File: src/hdl/sts_pkg.sv
// Shared types, codes and widths for the sorted tab stop toggle set.
package sts_pkg;

  localparam int OP_W     = 2;
  localparam int POS_W    = 12;
  localparam int GRID_W   = 12;
  localparam int RULER_W  = 13;
  localparam int STATUS_W = 3;
  localparam int SLOT_W   = 6;
  localparam int COUNT_W  = 7;
  localparam int DATA_W   = 32;
  localparam int ADDR_W   = 3;

  localparam int DEF_MAX_TABS = 64;
  localparam int DEF_POS_BITS = 12;

  localparam logic [GRID_W-1:0]  GRID_RESET  = 12'd8;
  localparam logic [RULER_W-1:0] RULER_RESET = 13'd4096;

  localparam logic [OP_W-1:0] OP_CLICK = 2'd0;
  localparam logic [OP_W-1:0] OP_PROG  = 2'd1;
  localparam logic [OP_W-1:0] OP_DUMP  = 2'd2;

  localparam logic REG_GRID_STEP   = 1'b0;
  localparam logic REG_RULER_WIDTH = 1'b1;

  typedef enum logic [STATUS_W-1:0] {
    ST_INSERTED = 3'd0,
    ST_REMOVED  = 3'd1,
    ST_IGNORED  = 3'd2,
    ST_FULL     = 3'd3,
    ST_ENTRY    = 3'd4,
    ST_EMPTY    = 3'd5
  } status_t;

  typedef enum logic [2:0] {
    RA_ZERO, RA_IDX1, RA_J1, RA_J2, RA_CNT1, RA_JM2
  } raddr_sel_t;

  typedef enum logic {WR_SHIFT, WR_NEW} wsel_t;

  typedef enum logic [1:0] {SL_ZERO, SL_IDX, SL_J} slot_sel_t;

  typedef enum logic [1:0] {VS_ZERO, VS_SNAP, VS_RDATA} val_sel_t;

  typedef struct packed {
    logic       latch_in;
    logic       mod_start;
    logic       snap_ld;
    logic       found_clr;
    logic       found_ld;
    logic       idx_clr;
    logic       idx_inc;
    logic       j_clr;
    logic       j_ld_idx;
    logic       j_ld_count;
    logic       j_inc;
    logic       j_dec;
    logic       rd_en;
    raddr_sel_t ra_sel;
    logic       wr_en;
    wsel_t      wsel;
    logic       cnt_inc;
    logic       cnt_dec;
    logic       out_ld;
    status_t    out_status;
    slot_sel_t  out_slot;
    val_sel_t   out_val;
    logic       out_last;
  } cmd_t;

  typedef struct packed {
    logic [OP_W-1:0] op;
    logic            out_of_range;
    logic            count_zero;
    logic            full;
    logic            mod_done;
    logic            found;
    logic            rd_lt;
    logic            rd_eq;
    logic            idx1_eq_count;
    logic            idx1_lt_count;
    logic            j1_eq_count;
    logic            j2_lt_count;
    logic            jm1_gt_idx;
    logic            count_gt_idx;
    logic            out_free;
  } stat_t;

endpackage

File: src/hdl/sorted_tab_stop_toggle_set_core.sv
// Sorted tab stop toggle set: top level with configuration registers.
//
// Request channel (req_valid/req_stall, operation, position): a click or
// programmed toggle, or a dump of the stored set. Response channel
// (rsp_valid/rsp_stall): status, slot_index, entry_count, entry_value, last.
// One request is worked on at a time; req_stall is high while busy.
// A toggle snaps the position through a bit-serial remainder unit,
// scans the store up to its slot one entry per cycle, then shifts the
// later entries one per cycle. Ignored and empty requests go straight
// from decode to the response step. A dump reads the first entry in
// decode, then gives one response per cycle while rsp_stall is low.
// The response sits in an output register; a new request is taken while
// it waits. While rsp_stall is high the response holds and the engine
// waits before loading the next one.
// Reset (synchronous) empties the set and restores grid_step to 8 and
// ruler_width to 4096. Registers: grid_step at 0x0, ruler_width at 0x4.
module sorted_tab_stop_toggle_set_core #(
  parameter int MAX_TABS = sts_pkg::DEF_MAX_TABS,
  parameter int POS_BITS = sts_pkg::DEF_POS_BITS
) (
  input  logic                          clk,
  input  logic                          rst,
  input  logic                          psel,
  input  logic                          penable,
  input  logic                          pwrite,
  input  logic [sts_pkg::ADDR_W-1:0]    paddr,
  input  logic [sts_pkg::DATA_W-1:0]    pwdata,
  output logic [sts_pkg::DATA_W-1:0]    prdata,
  output logic                          pready,
  input  logic                          req_valid,
  output logic                          req_stall,
  input  logic [sts_pkg::OP_W-1:0]      operation,
  input  logic [sts_pkg::POS_W-1:0]     position,
  output logic                          rsp_valid,
  input  logic                          rsp_stall,
  output logic [sts_pkg::STATUS_W-1:0]  status,
  output logic [sts_pkg::SLOT_W-1:0]    slot_index,
  output logic [sts_pkg::COUNT_W-1:0]   entry_count,
  output logic [sts_pkg::POS_W-1:0]     entry_value,
  output logic                          last
);
  import sts_pkg::*;

  logic [GRID_W-1:0]  grid_step;
  logic [RULER_W-1:0] ruler_width;
  cmd_t               cmd;
  stat_t              st;

  assign pready = 1'b1;

  always_ff @(posedge clk) begin
    if (rst) begin
      grid_step   <= GRID_RESET;
      ruler_width <= RULER_RESET;
    end else if (psel && penable && pwrite && pready) begin
      case (paddr[ADDR_W-1])
        REG_GRID_STEP:   grid_step   <= pwdata[GRID_W-1:0];
        REG_RULER_WIDTH: ruler_width <= pwdata[RULER_W-1:0];
        default: begin
        end
      endcase
    end
  end

  always_comb begin
    case (paddr[ADDR_W-1])
      REG_GRID_STEP:   prdata = DATA_W'(grid_step);
      REG_RULER_WIDTH: prdata = DATA_W'(ruler_width);
      default:         prdata = '0;
    endcase
  end

  sts_ctrl u_ctrl (
    .clk       (clk),
    .rst       (rst),
    .req_valid (req_valid),
    .req_stall (req_stall),
    .st        (st),
    .cmd       (cmd)
  );

  sts_datapath #(
    .MAX_TABS (MAX_TABS),
    .POS_BITS (POS_BITS)
  ) u_datapath (
    .clk         (clk),
    .rst         (rst),
    .grid_step   (grid_step),
    .ruler_width (ruler_width),
    .operation   (operation),
    .position    (position),
    .cmd         (cmd),
    .st          (st),
    .rsp_valid   (rsp_valid),
    .rsp_stall   (rsp_stall),
    .status      (status),
    .slot_index  (slot_index),
    .entry_count (entry_count),
    .entry_value (entry_value),
    .last        (last)
  );

endmodule

File: src/hdl/sts_ram.sv
// Generic single-write, single-read RAM with registered read data.
module sts_ram #(
  parameter int WIDTH = 12,
  parameter int DEPTH = 64
) (
  input  logic                     clk,
  input  logic                     we,
  input  logic [$clog2(DEPTH)-1:0] waddr,
  input  logic [WIDTH-1:0]         wdata,
  input  logic                     re,
  input  logic [$clog2(DEPTH)-1:0] raddr,
  output logic [WIDTH-1:0]         rdata
);

  logic [WIDTH-1:0] mem [DEPTH];

  always_ff @(posedge clk) begin
    if (we) begin
      mem[waddr] <= wdata;
    end
    if (re) begin
      rdata <= mem[raddr];
    end
  end

endmodule

File: src/hdl/sts_snap.sv
// Iterative remainder unit, one dividend bit per cycle, for grid snapping.
module sts_snap #(
  parameter int DIV_W = 12
) (
  input  logic                      clk,
  input  logic                      rst,
  input  logic                      start,
  input  logic [DIV_W-1:0]          dividend,
  input  logic [sts_pkg::GRID_W-1:0] divisor,
  output logic                      done,
  output logic [sts_pkg::GRID_W-1:0] rem
);
  import sts_pkg::*;

  localparam int CNT_W = $clog2(DIV_W + 1);

  logic [DIV_W-1:0]  quo;
  logic [CNT_W-1:0]  cnt;
  logic              busy;
  logic [GRID_W:0]   r_sh;

  assign r_sh = {rem, quo[DIV_W-1]};

  always_ff @(posedge clk) begin
    if (rst) begin
      busy <= 1'b0;
      done <= 1'b0;
    end else begin
      done <= 1'b0;
      if (start) begin
        busy <= 1'b1;
        cnt  <= CNT_W'(DIV_W);
        quo  <= dividend;
        rem  <= '0;
      end else if (busy) begin
        quo <= quo << 1;
        cnt <= cnt - CNT_W'(1);
        if (r_sh >= {1'b0, divisor}) begin
          rem <= GRID_W'(r_sh - {1'b0, divisor});
        end else begin
          rem <= r_sh[GRID_W-1:0];
        end
        if (cnt == CNT_W'(1)) begin
          busy <= 1'b0;
          done <= 1'b1;
        end
      end
    end
  end

endmodule

File: src/hdl/sts_datapath.sv
// Datapath: tab store, snap unit, search and shift pointers, response register.
module sts_datapath #(
  parameter int MAX_TABS = sts_pkg::DEF_MAX_TABS,
  parameter int POS_BITS = sts_pkg::DEF_POS_BITS
) (
  input  logic                          clk,
  input  logic                          rst,
  input  logic [sts_pkg::GRID_W-1:0]    grid_step,
  input  logic [sts_pkg::RULER_W-1:0]   ruler_width,
  input  logic [sts_pkg::OP_W-1:0]      operation,
  input  logic [sts_pkg::POS_W-1:0]     position,
  input  sts_pkg::cmd_t                 cmd,
  output sts_pkg::stat_t                st,
  output logic                          rsp_valid,
  input  logic                          rsp_stall,
  output logic [sts_pkg::STATUS_W-1:0]  status,
  output logic [sts_pkg::SLOT_W-1:0]    slot_index,
  output logic [sts_pkg::COUNT_W-1:0]   entry_count,
  output logic [sts_pkg::POS_W-1:0]     entry_value,
  output logic                          last
);
  import sts_pkg::*;

  localparam int VW = (POS_BITS < POS_W) ? POS_BITS : POS_W;
  localparam int CW = $clog2(MAX_TABS + 1);
  localparam int IW = $clog2(MAX_TABS);
  localparam logic [CW-1:0] CNT_MAX = CW'(MAX_TABS);

  logic [OP_W-1:0]   op;
  logic [VW-1:0]     pos;
  logic [VW-1:0]     snapped;
  logic              found;
  logic [CW-1:0]     idx;
  logic [CW-1:0]     j;
  logic [CW-1:0]     count;

  logic [VW-1:0]     rdata;
  logic [VW-1:0]     wdata;
  logic [IW-1:0]     raddr;
  logic [IW-1:0]     waddr;
  logic [GRID_W-1:0] rem;
  logic              mod_done;
  logic [CW:0]       idx_p1;
  logic [CW:0]       j_p1;
  logic [CW:0]       j_p2;
  logic [CW-1:0]     j_m2;
  logic [CW-1:0]     cnt_m1;
  logic              out_free;
  logic [CW-1:0]     slot_mux;
  logic [VW-1:0]     val_mux;

  assign idx_p1   = {1'b0, idx} + (CW+1)'(1);
  assign j_p1     = {1'b0, j} + (CW+1)'(1);
  assign j_p2     = {1'b0, j} + (CW+1)'(2);
  assign j_m2     = j - CW'(2);
  assign cnt_m1   = count - CW'(1);
  assign out_free = !rsp_valid || !rsp_stall;

  always_comb begin
    case (cmd.ra_sel)
      RA_ZERO: raddr = '0;
      RA_IDX1: raddr = idx_p1[IW-1:0];
      RA_J1:   raddr = j_p1[IW-1:0];
      RA_J2:   raddr = j_p2[IW-1:0];
      RA_CNT1: raddr = cnt_m1[IW-1:0];
      RA_JM2:  raddr = j_m2[IW-1:0];
      default: raddr = '0;
    endcase
  end

  assign waddr = (cmd.wsel == WR_NEW) ? idx[IW-1:0] : j[IW-1:0];
  assign wdata = (cmd.wsel == WR_NEW) ? snapped : rdata;

  sts_ram #(
    .WIDTH (VW),
    .DEPTH (MAX_TABS)
  ) u_store (
    .clk   (clk),
    .we    (cmd.wr_en),
    .waddr (waddr),
    .wdata (wdata),
    .re    (cmd.rd_en),
    .raddr (raddr),
    .rdata (rdata)
  );

  sts_snap #(
    .DIV_W (VW)
  ) u_snap (
    .clk      (clk),
    .rst      (rst),
    .start    (cmd.mod_start),
    .dividend (pos),
    .divisor  (grid_step),
    .done     (mod_done),
    .rem      (rem)
  );

  always_comb begin
    st               = '0;
    st.op            = op;
    st.out_of_range  = RULER_W'(pos) >= ruler_width;
    st.count_zero    = count == '0;
    st.full          = count >= CNT_MAX;
    st.mod_done      = mod_done;
    st.found         = found;
    st.rd_lt         = rdata < snapped;
    st.rd_eq         = rdata == snapped;
    st.idx1_eq_count = idx_p1 == {1'b0, count};
    st.idx1_lt_count = idx_p1 < {1'b0, count};
    st.j1_eq_count   = j_p1 == {1'b0, count};
    st.j2_lt_count   = j_p2 < {1'b0, count};
    st.jm1_gt_idx    = {1'b0, j} > idx_p1;
    st.count_gt_idx  = count > idx;
    st.out_free      = out_free;
  end

  always_comb begin
    case (cmd.out_slot)
      SL_IDX:  slot_mux = idx;
      SL_J:    slot_mux = j;
      default: slot_mux = '0;
    endcase
    case (cmd.out_val)
      VS_SNAP:  val_mux = snapped;
      VS_RDATA: val_mux = rdata;
      default:  val_mux = '0;
    endcase
  end

  // control state
  always_ff @(posedge clk) begin
    if (rst) begin
      count     <= '0;
      rsp_valid <= 1'b0;
    end else begin
      if (cmd.cnt_inc) begin
        count <= count + CW'(1);
      end else if (cmd.cnt_dec) begin
        count <= cnt_m1;
      end
      if (cmd.out_ld) begin
        rsp_valid <= 1'b1;
      end else if (!rsp_stall) begin
        rsp_valid <= 1'b0;
      end
    end
  end

  // payload
  always_ff @(posedge clk) begin
    if (cmd.latch_in) begin
      op  <= operation;
      pos <= position[VW-1:0];
    end
    if (cmd.snap_ld) begin
      snapped <= (grid_step == '0) ? pos : pos - rem[VW-1:0];
    end
    if (cmd.found_clr) begin
      found <= 1'b0;
    end else if (cmd.found_ld) begin
      found <= st.rd_eq;
    end
    if (cmd.idx_clr) begin
      idx <= '0;
    end else if (cmd.idx_inc) begin
      idx <= idx_p1[CW-1:0];
    end
    if (cmd.j_clr) begin
      j <= '0;
    end else if (cmd.j_ld_idx) begin
      j <= idx;
    end else if (cmd.j_ld_count) begin
      j <= count;
    end else if (cmd.j_inc) begin
      j <= j_p1[CW-1:0];
    end else if (cmd.j_dec) begin
      j <= j - CW'(1);
    end
    if (cmd.out_ld) begin
      status      <= cmd.out_status;
      slot_index  <= SLOT_W'(slot_mux);
      entry_count <= COUNT_W'(count);
      entry_value <= POS_W'(val_mux);
      last        <= cmd.out_last;
    end
  end

  a_count_max: assert property (@(posedge clk) disable iff (rst)
    count <= CNT_MAX) else $error("tab count above capacity");

  a_no_collide: assert property (@(posedge clk) disable iff (rst)
    (cmd.wr_en && cmd.rd_en) |-> (waddr != raddr))
    else $error("shift reads and writes the same slot");

  a_out_free: assert property (@(posedge clk) disable iff (rst)
    cmd.out_ld |-> out_free) else $error("response overwritten");

  a_grow: assert property (@(posedge clk) disable iff (rst)
    cmd.cnt_inc |-> (count < CNT_MAX && !found))
    else $error("insert into full set or over a match");

endmodule

File: src/hdl/sts_ctrl.sv
// Controller: sequences decode, snap, search, shift and response steps.
module sts_ctrl (
  input  logic           clk,
  input  logic           rst,
  input  logic           req_valid,
  output logic           req_stall,
  input  sts_pkg::stat_t st,
  output sts_pkg::cmd_t  cmd
);
  import sts_pkg::*;

  typedef enum logic [3:0] {
    S_IDLE, S_DECODE, S_SNAP, S_SRCH0, S_SRCH, S_DECIDE,
    S_DOWN, S_UP, S_INS, S_RESULT, S_DUMP
  } state_t;

  state_t    state, state_next;
  status_t   res_status, res_status_next;
  slot_sel_t res_slot, res_slot_next;
  val_sel_t  res_val, res_val_next;

  assign req_stall = (state != S_IDLE);

  always_comb begin
    cmd             = '0;
    state_next      = state;
    res_status_next = res_status;
    res_slot_next   = res_slot;
    res_val_next    = res_val;
    case (state)
      S_IDLE: begin
        if (req_valid) begin
          cmd.latch_in = 1'b1;
          state_next   = S_DECODE;
        end
      end
      S_DECODE: begin
        case (st.op)
          OP_DUMP: begin
            if (st.count_zero) begin
              res_status_next = ST_EMPTY;
              res_slot_next   = SL_ZERO;
              res_val_next    = VS_ZERO;
              state_next      = S_RESULT;
            end else begin
              cmd.rd_en  = 1'b1;
              cmd.ra_sel = RA_ZERO;
              cmd.j_clr  = 1'b1;
              state_next = S_DUMP;
            end
          end
          OP_CLICK: begin
            if (st.out_of_range) begin
              res_status_next = ST_IGNORED;
              res_slot_next   = SL_ZERO;
              res_val_next    = VS_ZERO;
              state_next      = S_RESULT;
            end else begin
              cmd.mod_start = 1'b1;
              state_next    = S_SNAP;
            end
          end
          OP_PROG: begin
            cmd.mod_start = 1'b1;
            state_next    = S_SNAP;
          end
          default: begin
            res_status_next = ST_IGNORED;
            res_slot_next   = SL_ZERO;
            res_val_next    = VS_ZERO;
            state_next      = S_RESULT;
          end
        endcase
      end
      S_SNAP: begin
        if (st.mod_done) begin
          cmd.snap_ld   = 1'b1;
          cmd.found_clr = 1'b1;
          cmd.idx_clr   = 1'b1;
          state_next    = S_SRCH0;
        end
      end
      S_SRCH0: begin
        if (st.count_zero) begin
          state_next = S_DECIDE;
        end else begin
          cmd.rd_en  = 1'b1;
          cmd.ra_sel = RA_ZERO;
          state_next = S_SRCH;
        end
      end
      S_SRCH: begin
        if (st.rd_lt) begin
          cmd.idx_inc = 1'b1;
          if (st.idx1_eq_count) begin
            state_next = S_DECIDE;
          end else begin
            cmd.rd_en  = 1'b1;
            cmd.ra_sel = RA_IDX1;
          end
        end else begin
          cmd.found_ld = 1'b1;
          state_next   = S_DECIDE;
        end
      end
      S_DECIDE: begin
        if (st.found) begin
          if (st.idx1_lt_count) begin
            cmd.j_ld_idx = 1'b1;
            cmd.rd_en    = 1'b1;
            cmd.ra_sel   = RA_IDX1;
            state_next   = S_DOWN;
          end else begin
            cmd.cnt_dec     = 1'b1;
            res_status_next = ST_REMOVED;
            res_slot_next   = SL_IDX;
            res_val_next    = VS_SNAP;
            state_next      = S_RESULT;
          end
        end else if (st.full) begin
          res_status_next = ST_FULL;
          res_slot_next   = SL_ZERO;
          res_val_next    = VS_SNAP;
          state_next      = S_RESULT;
        end else if (st.count_gt_idx) begin
          cmd.j_ld_count = 1'b1;
          cmd.rd_en      = 1'b1;
          cmd.ra_sel     = RA_CNT1;
          state_next     = S_UP;
        end else begin
          state_next = S_INS;
        end
      end
      S_DOWN: begin
        cmd.wr_en = 1'b1;
        cmd.wsel  = WR_SHIFT;
        cmd.j_inc = 1'b1;
        if (st.j2_lt_count) begin
          cmd.rd_en  = 1'b1;
          cmd.ra_sel = RA_J2;
        end else begin
          cmd.cnt_dec     = 1'b1;
          res_status_next = ST_REMOVED;
          res_slot_next   = SL_IDX;
          res_val_next    = VS_SNAP;
          state_next      = S_RESULT;
        end
      end
      S_UP: begin
        cmd.wr_en = 1'b1;
        cmd.wsel  = WR_SHIFT;
        cmd.j_dec = 1'b1;
        if (st.jm1_gt_idx) begin
          cmd.rd_en  = 1'b1;
          cmd.ra_sel = RA_JM2;
        end else begin
          state_next = S_INS;
        end
      end
      S_INS: begin
        cmd.wr_en       = 1'b1;
        cmd.wsel        = WR_NEW;
        cmd.cnt_inc     = 1'b1;
        res_status_next = ST_INSERTED;
        res_slot_next   = SL_IDX;
        res_val_next    = VS_SNAP;
        state_next      = S_RESULT;
      end
      S_RESULT: begin
        if (st.out_free) begin
          cmd.out_ld     = 1'b1;
          cmd.out_status = res_status;
          cmd.out_slot   = res_slot;
          cmd.out_val    = res_val;
          cmd.out_last   = 1'b1;
          state_next     = S_IDLE;
        end
      end
      S_DUMP: begin
        if (st.out_free) begin
          cmd.out_ld     = 1'b1;
          cmd.out_status = ST_ENTRY;
          cmd.out_slot   = SL_J;
          cmd.out_val    = VS_RDATA;
          cmd.out_last   = st.j1_eq_count;
          cmd.j_inc      = 1'b1;
          if (st.j1_eq_count) begin
            state_next = S_IDLE;
          end else begin
            cmd.rd_en  = 1'b1;
            cmd.ra_sel = RA_J1;
          end
        end
      end
      default: begin
        state_next = S_IDLE;
      end
    endcase
  end

  always_ff @(posedge clk) begin
    if (rst) begin
      state      <= S_IDLE;
      res_status <= ST_IGNORED;
      res_slot   <= SL_ZERO;
      res_val    <= VS_ZERO;
    end else begin
      state      <= state_next;
      res_status <= res_status_next;
      res_slot   <= res_slot_next;
      res_val    <= res_val_next;
    end
  end

endmodule
File: config.mk
export PLATFORM = sky130hd
export DESIGN_NAME = sorted_tab_stop_toggle_set_core
export DESIGN_NICKNAME = d
export VERILOG_FILES = /design/src/hdl/sts_pkg.sv /design/src/hdl/sorted_tab_stop_toggle_set_core.sv /design/src/hdl/sts_ram.sv /design/src/hdl/sts_snap.sv /design/src/hdl/sts_datapath.sv /design/src/hdl/sts_ctrl.sv
export SDC_FILE = /design/constraint.sdc
export NUM_CORES = 1
export LEC_CHECK = 0
export BUFFER_PORTS_ARGS = -buffer_cell sky130_fd_sc_hd__buf_2
export CORE_MARGIN = 2
export CORE_UTILIZATION = 62
export CTS_CLUSTER_SIZE = 40
export DETAILED_ROUTE_END_ITERATION = 7
export GPL_TIMING_DRIVEN = 0
export PLACE_DENSITY = 0.75
export SLEW_MARGIN = 0
export SYNTH_ARGS = -nofsm -noshare
export SYNTH_HDL_FRONTEND = slang
export SYNTH_HIERARCHICAL = 1
export SYNTH_SLANG_ARGS = --single-unit
File: constraint.sdc
create_clock -name clk -period 6.35 [get_ports clk]
set_input_delay 0.9525 -clock clk [delete_from_list [all_inputs] [get_ports clk]]
set_output_delay 0.9525 -clock clk [all_outputs]
set_load 0.1 [all_outputs]
==> reports/metrics.csv <==
metric,value,unit
FF/Latch Area,27100,sq um
max-slew violation count,0,
P_leak,14.9,nW
YS warnings,6,
Post-synth EDFFs,863,
"commonest non-fill, non-tap cell in the layout",edfxtp_1,
Seq pwr share,0.488,
Finished Cell Area,45300,sq um
cell accounting for the most synthesized area,edfxtp_1,
core area,64500,sq um
Crit Path Max Fanout,10,
CTS tree,yes,
die area,67200,sq um
share of post-route cells with drive strength above 1,0.231,
"Core Util, Final",0.703,
die width,259,um
initial antenna violation count,1,
area of placed instances,42000,sq um
clock-pin slew on the worst setup and hold paths,60,ps
switch share,0.252,
Setup crit end kind,flop,
gr ovfl total,0,
"Hold Vio Cnt, Final",0,
Required @ worst endpoint,6690,ps
WL per Instance,27.8,um
Mean Syn Cell Area,16.6,sq um
clk sinks,922,
most frequent cells in the layout,"863 x edfxtp_1, 201 x mux4_2, 165 x nor2_1",
CTS buffer count,90,
failing checks,capacitance limit,
fin worst setup slack,154,ps
Synth top area share,0.641,
pwr dens,313,nW/um^2
clock power share,0.380,
synth top area cells,"edfxtp_1 64%, mux4_2 11%, dfxtp_1 2.9%, ha_1 2.7%, mux2i_1 1.7%",
total inserted antenna cells,0,
Initial Util,0.627,
Synth-to-Final Area Change,12.1,%
FMAX,0.161,GHz
fin nets,2784,
run status,finished with violations,
1st-iter DRT viols,2997,
number of synthesized register bits,922,
Synth Cell Area,40400,sq um
dpl ws,-1660,ps
worst vdd ir,0.313,mV
Reg2Reg Depth,23,
first-pass GRT wire length,149,mm
worst slew pin tran,1490,ps
setup violators final,0,
worst-skew pair later-pin latency,660,ps
Site Rows,93,
clock buffer depth,3,
post-synthesis sequential area ratio,0.670,
crit path kind,flop to flop,
drt drc,0,
vias per cell,6.52,
Ports,120,
Internal,10.6,mW
Port Buf Inserts,77,
vias in the first global route,23500,
Pre-antenna DRT Iters,5,
crit path launch type,flop,
Async SR Flop Fraction,0,
Max-Cap Viols,1,
Worst slew margin,0.00508,
Die Y-Extent,259,um
"Period Utilization, post-route",0.976,
H-tree levels,3,
DP Wirelength,64.7,mm
gpl congestion,0.907,
footprint of the multi-input gates,12300,sq um
vias,23300,
DRT antenna net count,0,
setup_tns,0,ps
dominant synthesized flop cell,edfxtp_1,
CP arrival,6540,ps
HP Class,flop to flop,
clock skew,38.9,ps
combinational power share,0.131,
Post-Layout Cell Count,3569,
"Min Clock Period, post-route",6200,ps
placed cells,3391,
Min-Delay Path Depth,1,
Synth Instances,2438,
hold_buf cts,0,
library cells used by synthesis,94,
Psw,3.57,mW
gr usage total,0.300,
largest net degree at the start of global routing,65,
clk root buf,clkbuf_16,
Fill cells,4064,
final wirelength,99.3,mm
==> synth_stat cells (all sizes together), types with 21 or more instances <==
cell type    n
mux4       201
nand3       47
mux2i       67
dfxtp       59
a211oi      27
o21ai       64
nand2       61
xnor2       44
inv         93
nand2b      52
nor3        24
edfxtp     863
clkbuf      56
nor2b       34
mux2        46
nor2       166
buf         96
o221ai      21
a21oi       64
ha          88
a22oi       33
==> worst paths after layout <==
check	slack, ps	end	startpoint
max	150	u_datapath/u_store/rdata[0]	u_datapath/idx[0]
max reg2reg	150	u_datapath/u_store/rdata[0]	u_datapath/idx[0]
min reg2reg	480	u_datapath/u_snap/done	u_datapath/u_snap/busy
min	480	u_datapath/u_snap/done	u_datapath/u_snap/busy
==> per-layer routing <==
layer,routed length [um],vias to the layer above,GRT usage
met4,3550,2,0.110
met1,38100,11900,0.402
met5,13,-,0
li1,-,10000,-
met3,7590,205,0.0496
met2,50100,1120,0.501
==> flip-flops by register name, summed over array words and instances, names as in the netlist, 12 cells and up <==
| name | count |
|---|---|
| grid_step | 12 |
| ruler_width | 13 |
| u_datapath/entry_value | 12 |
| u_datapath/pos | 12 |
| u_datapath/snapped | 12 |
| u_datapath/u_snap/quo | 12 |
| u_datapath/u_snap/rem | 12 |
| u_datapath/u_store/mem | 768 |
| u_datapath/u_store/rdata | 12 |
==> worst max-delay path, stage by stage, from the launching register on <==
cell and delay [ps]:
dfxtp_2 510, and2_2 260, nand2_1 100, xnor2_2 330
inv_1 90, ha_1 330, o211ai_1 100, a21oi_1 140
nand4_1 160, a2bb2oi_4 260, mux2i_1 120, o32a_4 270
o21ai_0 100, clkbuf_2 270, nor2b_1 280, a22oi_1 170
o21ai_4 380, buf_2 360, buf_2 390, mux4_2 350
o221ai_1 300, a21oi_1 100, o21ai_1 280, o31ai_1 230
==> stage by stage <==
stage	power [mW]	hold WS, ps
2_1_floorplan	8.26	429
3_3_place_gp	8.76	454
3_5_place_dp	8.80	466
4_1_cts	14.2	471
5_1_grt	14.6	480
6_report	14.2	477
==> repair_timing <==
action / CTS / global route
resized for setup: 40 / 30
buffers inserted: 2 / 2
pin swaps: 1 / 1
hold endpoints to repair: 0 / 0
setup endpoints to repair: 12 / 12
==> kinds of logic after synthesis <==
group,share of synthesized area
mux,0.142
simple gates,0.0605
fa+ha+maj,0.0282
other cells,0.000186
flops,0.670
compound gates,0.0564
buf+inv,0.0295
xor+xnor,0.0132
==> layout make-up <==
type,count,share of cell area
flip-flops and latches,922,0.598
multi-input cells,1288,0.272
clock buffers,111,0.0522
well taps,855,0.0236
plain buffers,152,0.0200
clock inverters,57,0.0139
repair buffers,90,0.0118
inverters,94,0.00785
==> power groups by stage <==
| stage | clock network, mW | registers [mW] | logic [mW] |
|---|---|---|---|
| floorplan | 0 | 7.02 | 1.24 |
| global placement | 0 | 7.05 | 1.71 |
| detailed placement | 0 | 7.05 | 1.75 |
| CTS | 5.45 | 6.92 | 1.79 |
| global route | 5.67 | 6.93 | 2.02 |
| finish | 5.39 | 6.92 | 1.86 |
Note: power is estimated with default switching activity, not from simulation.
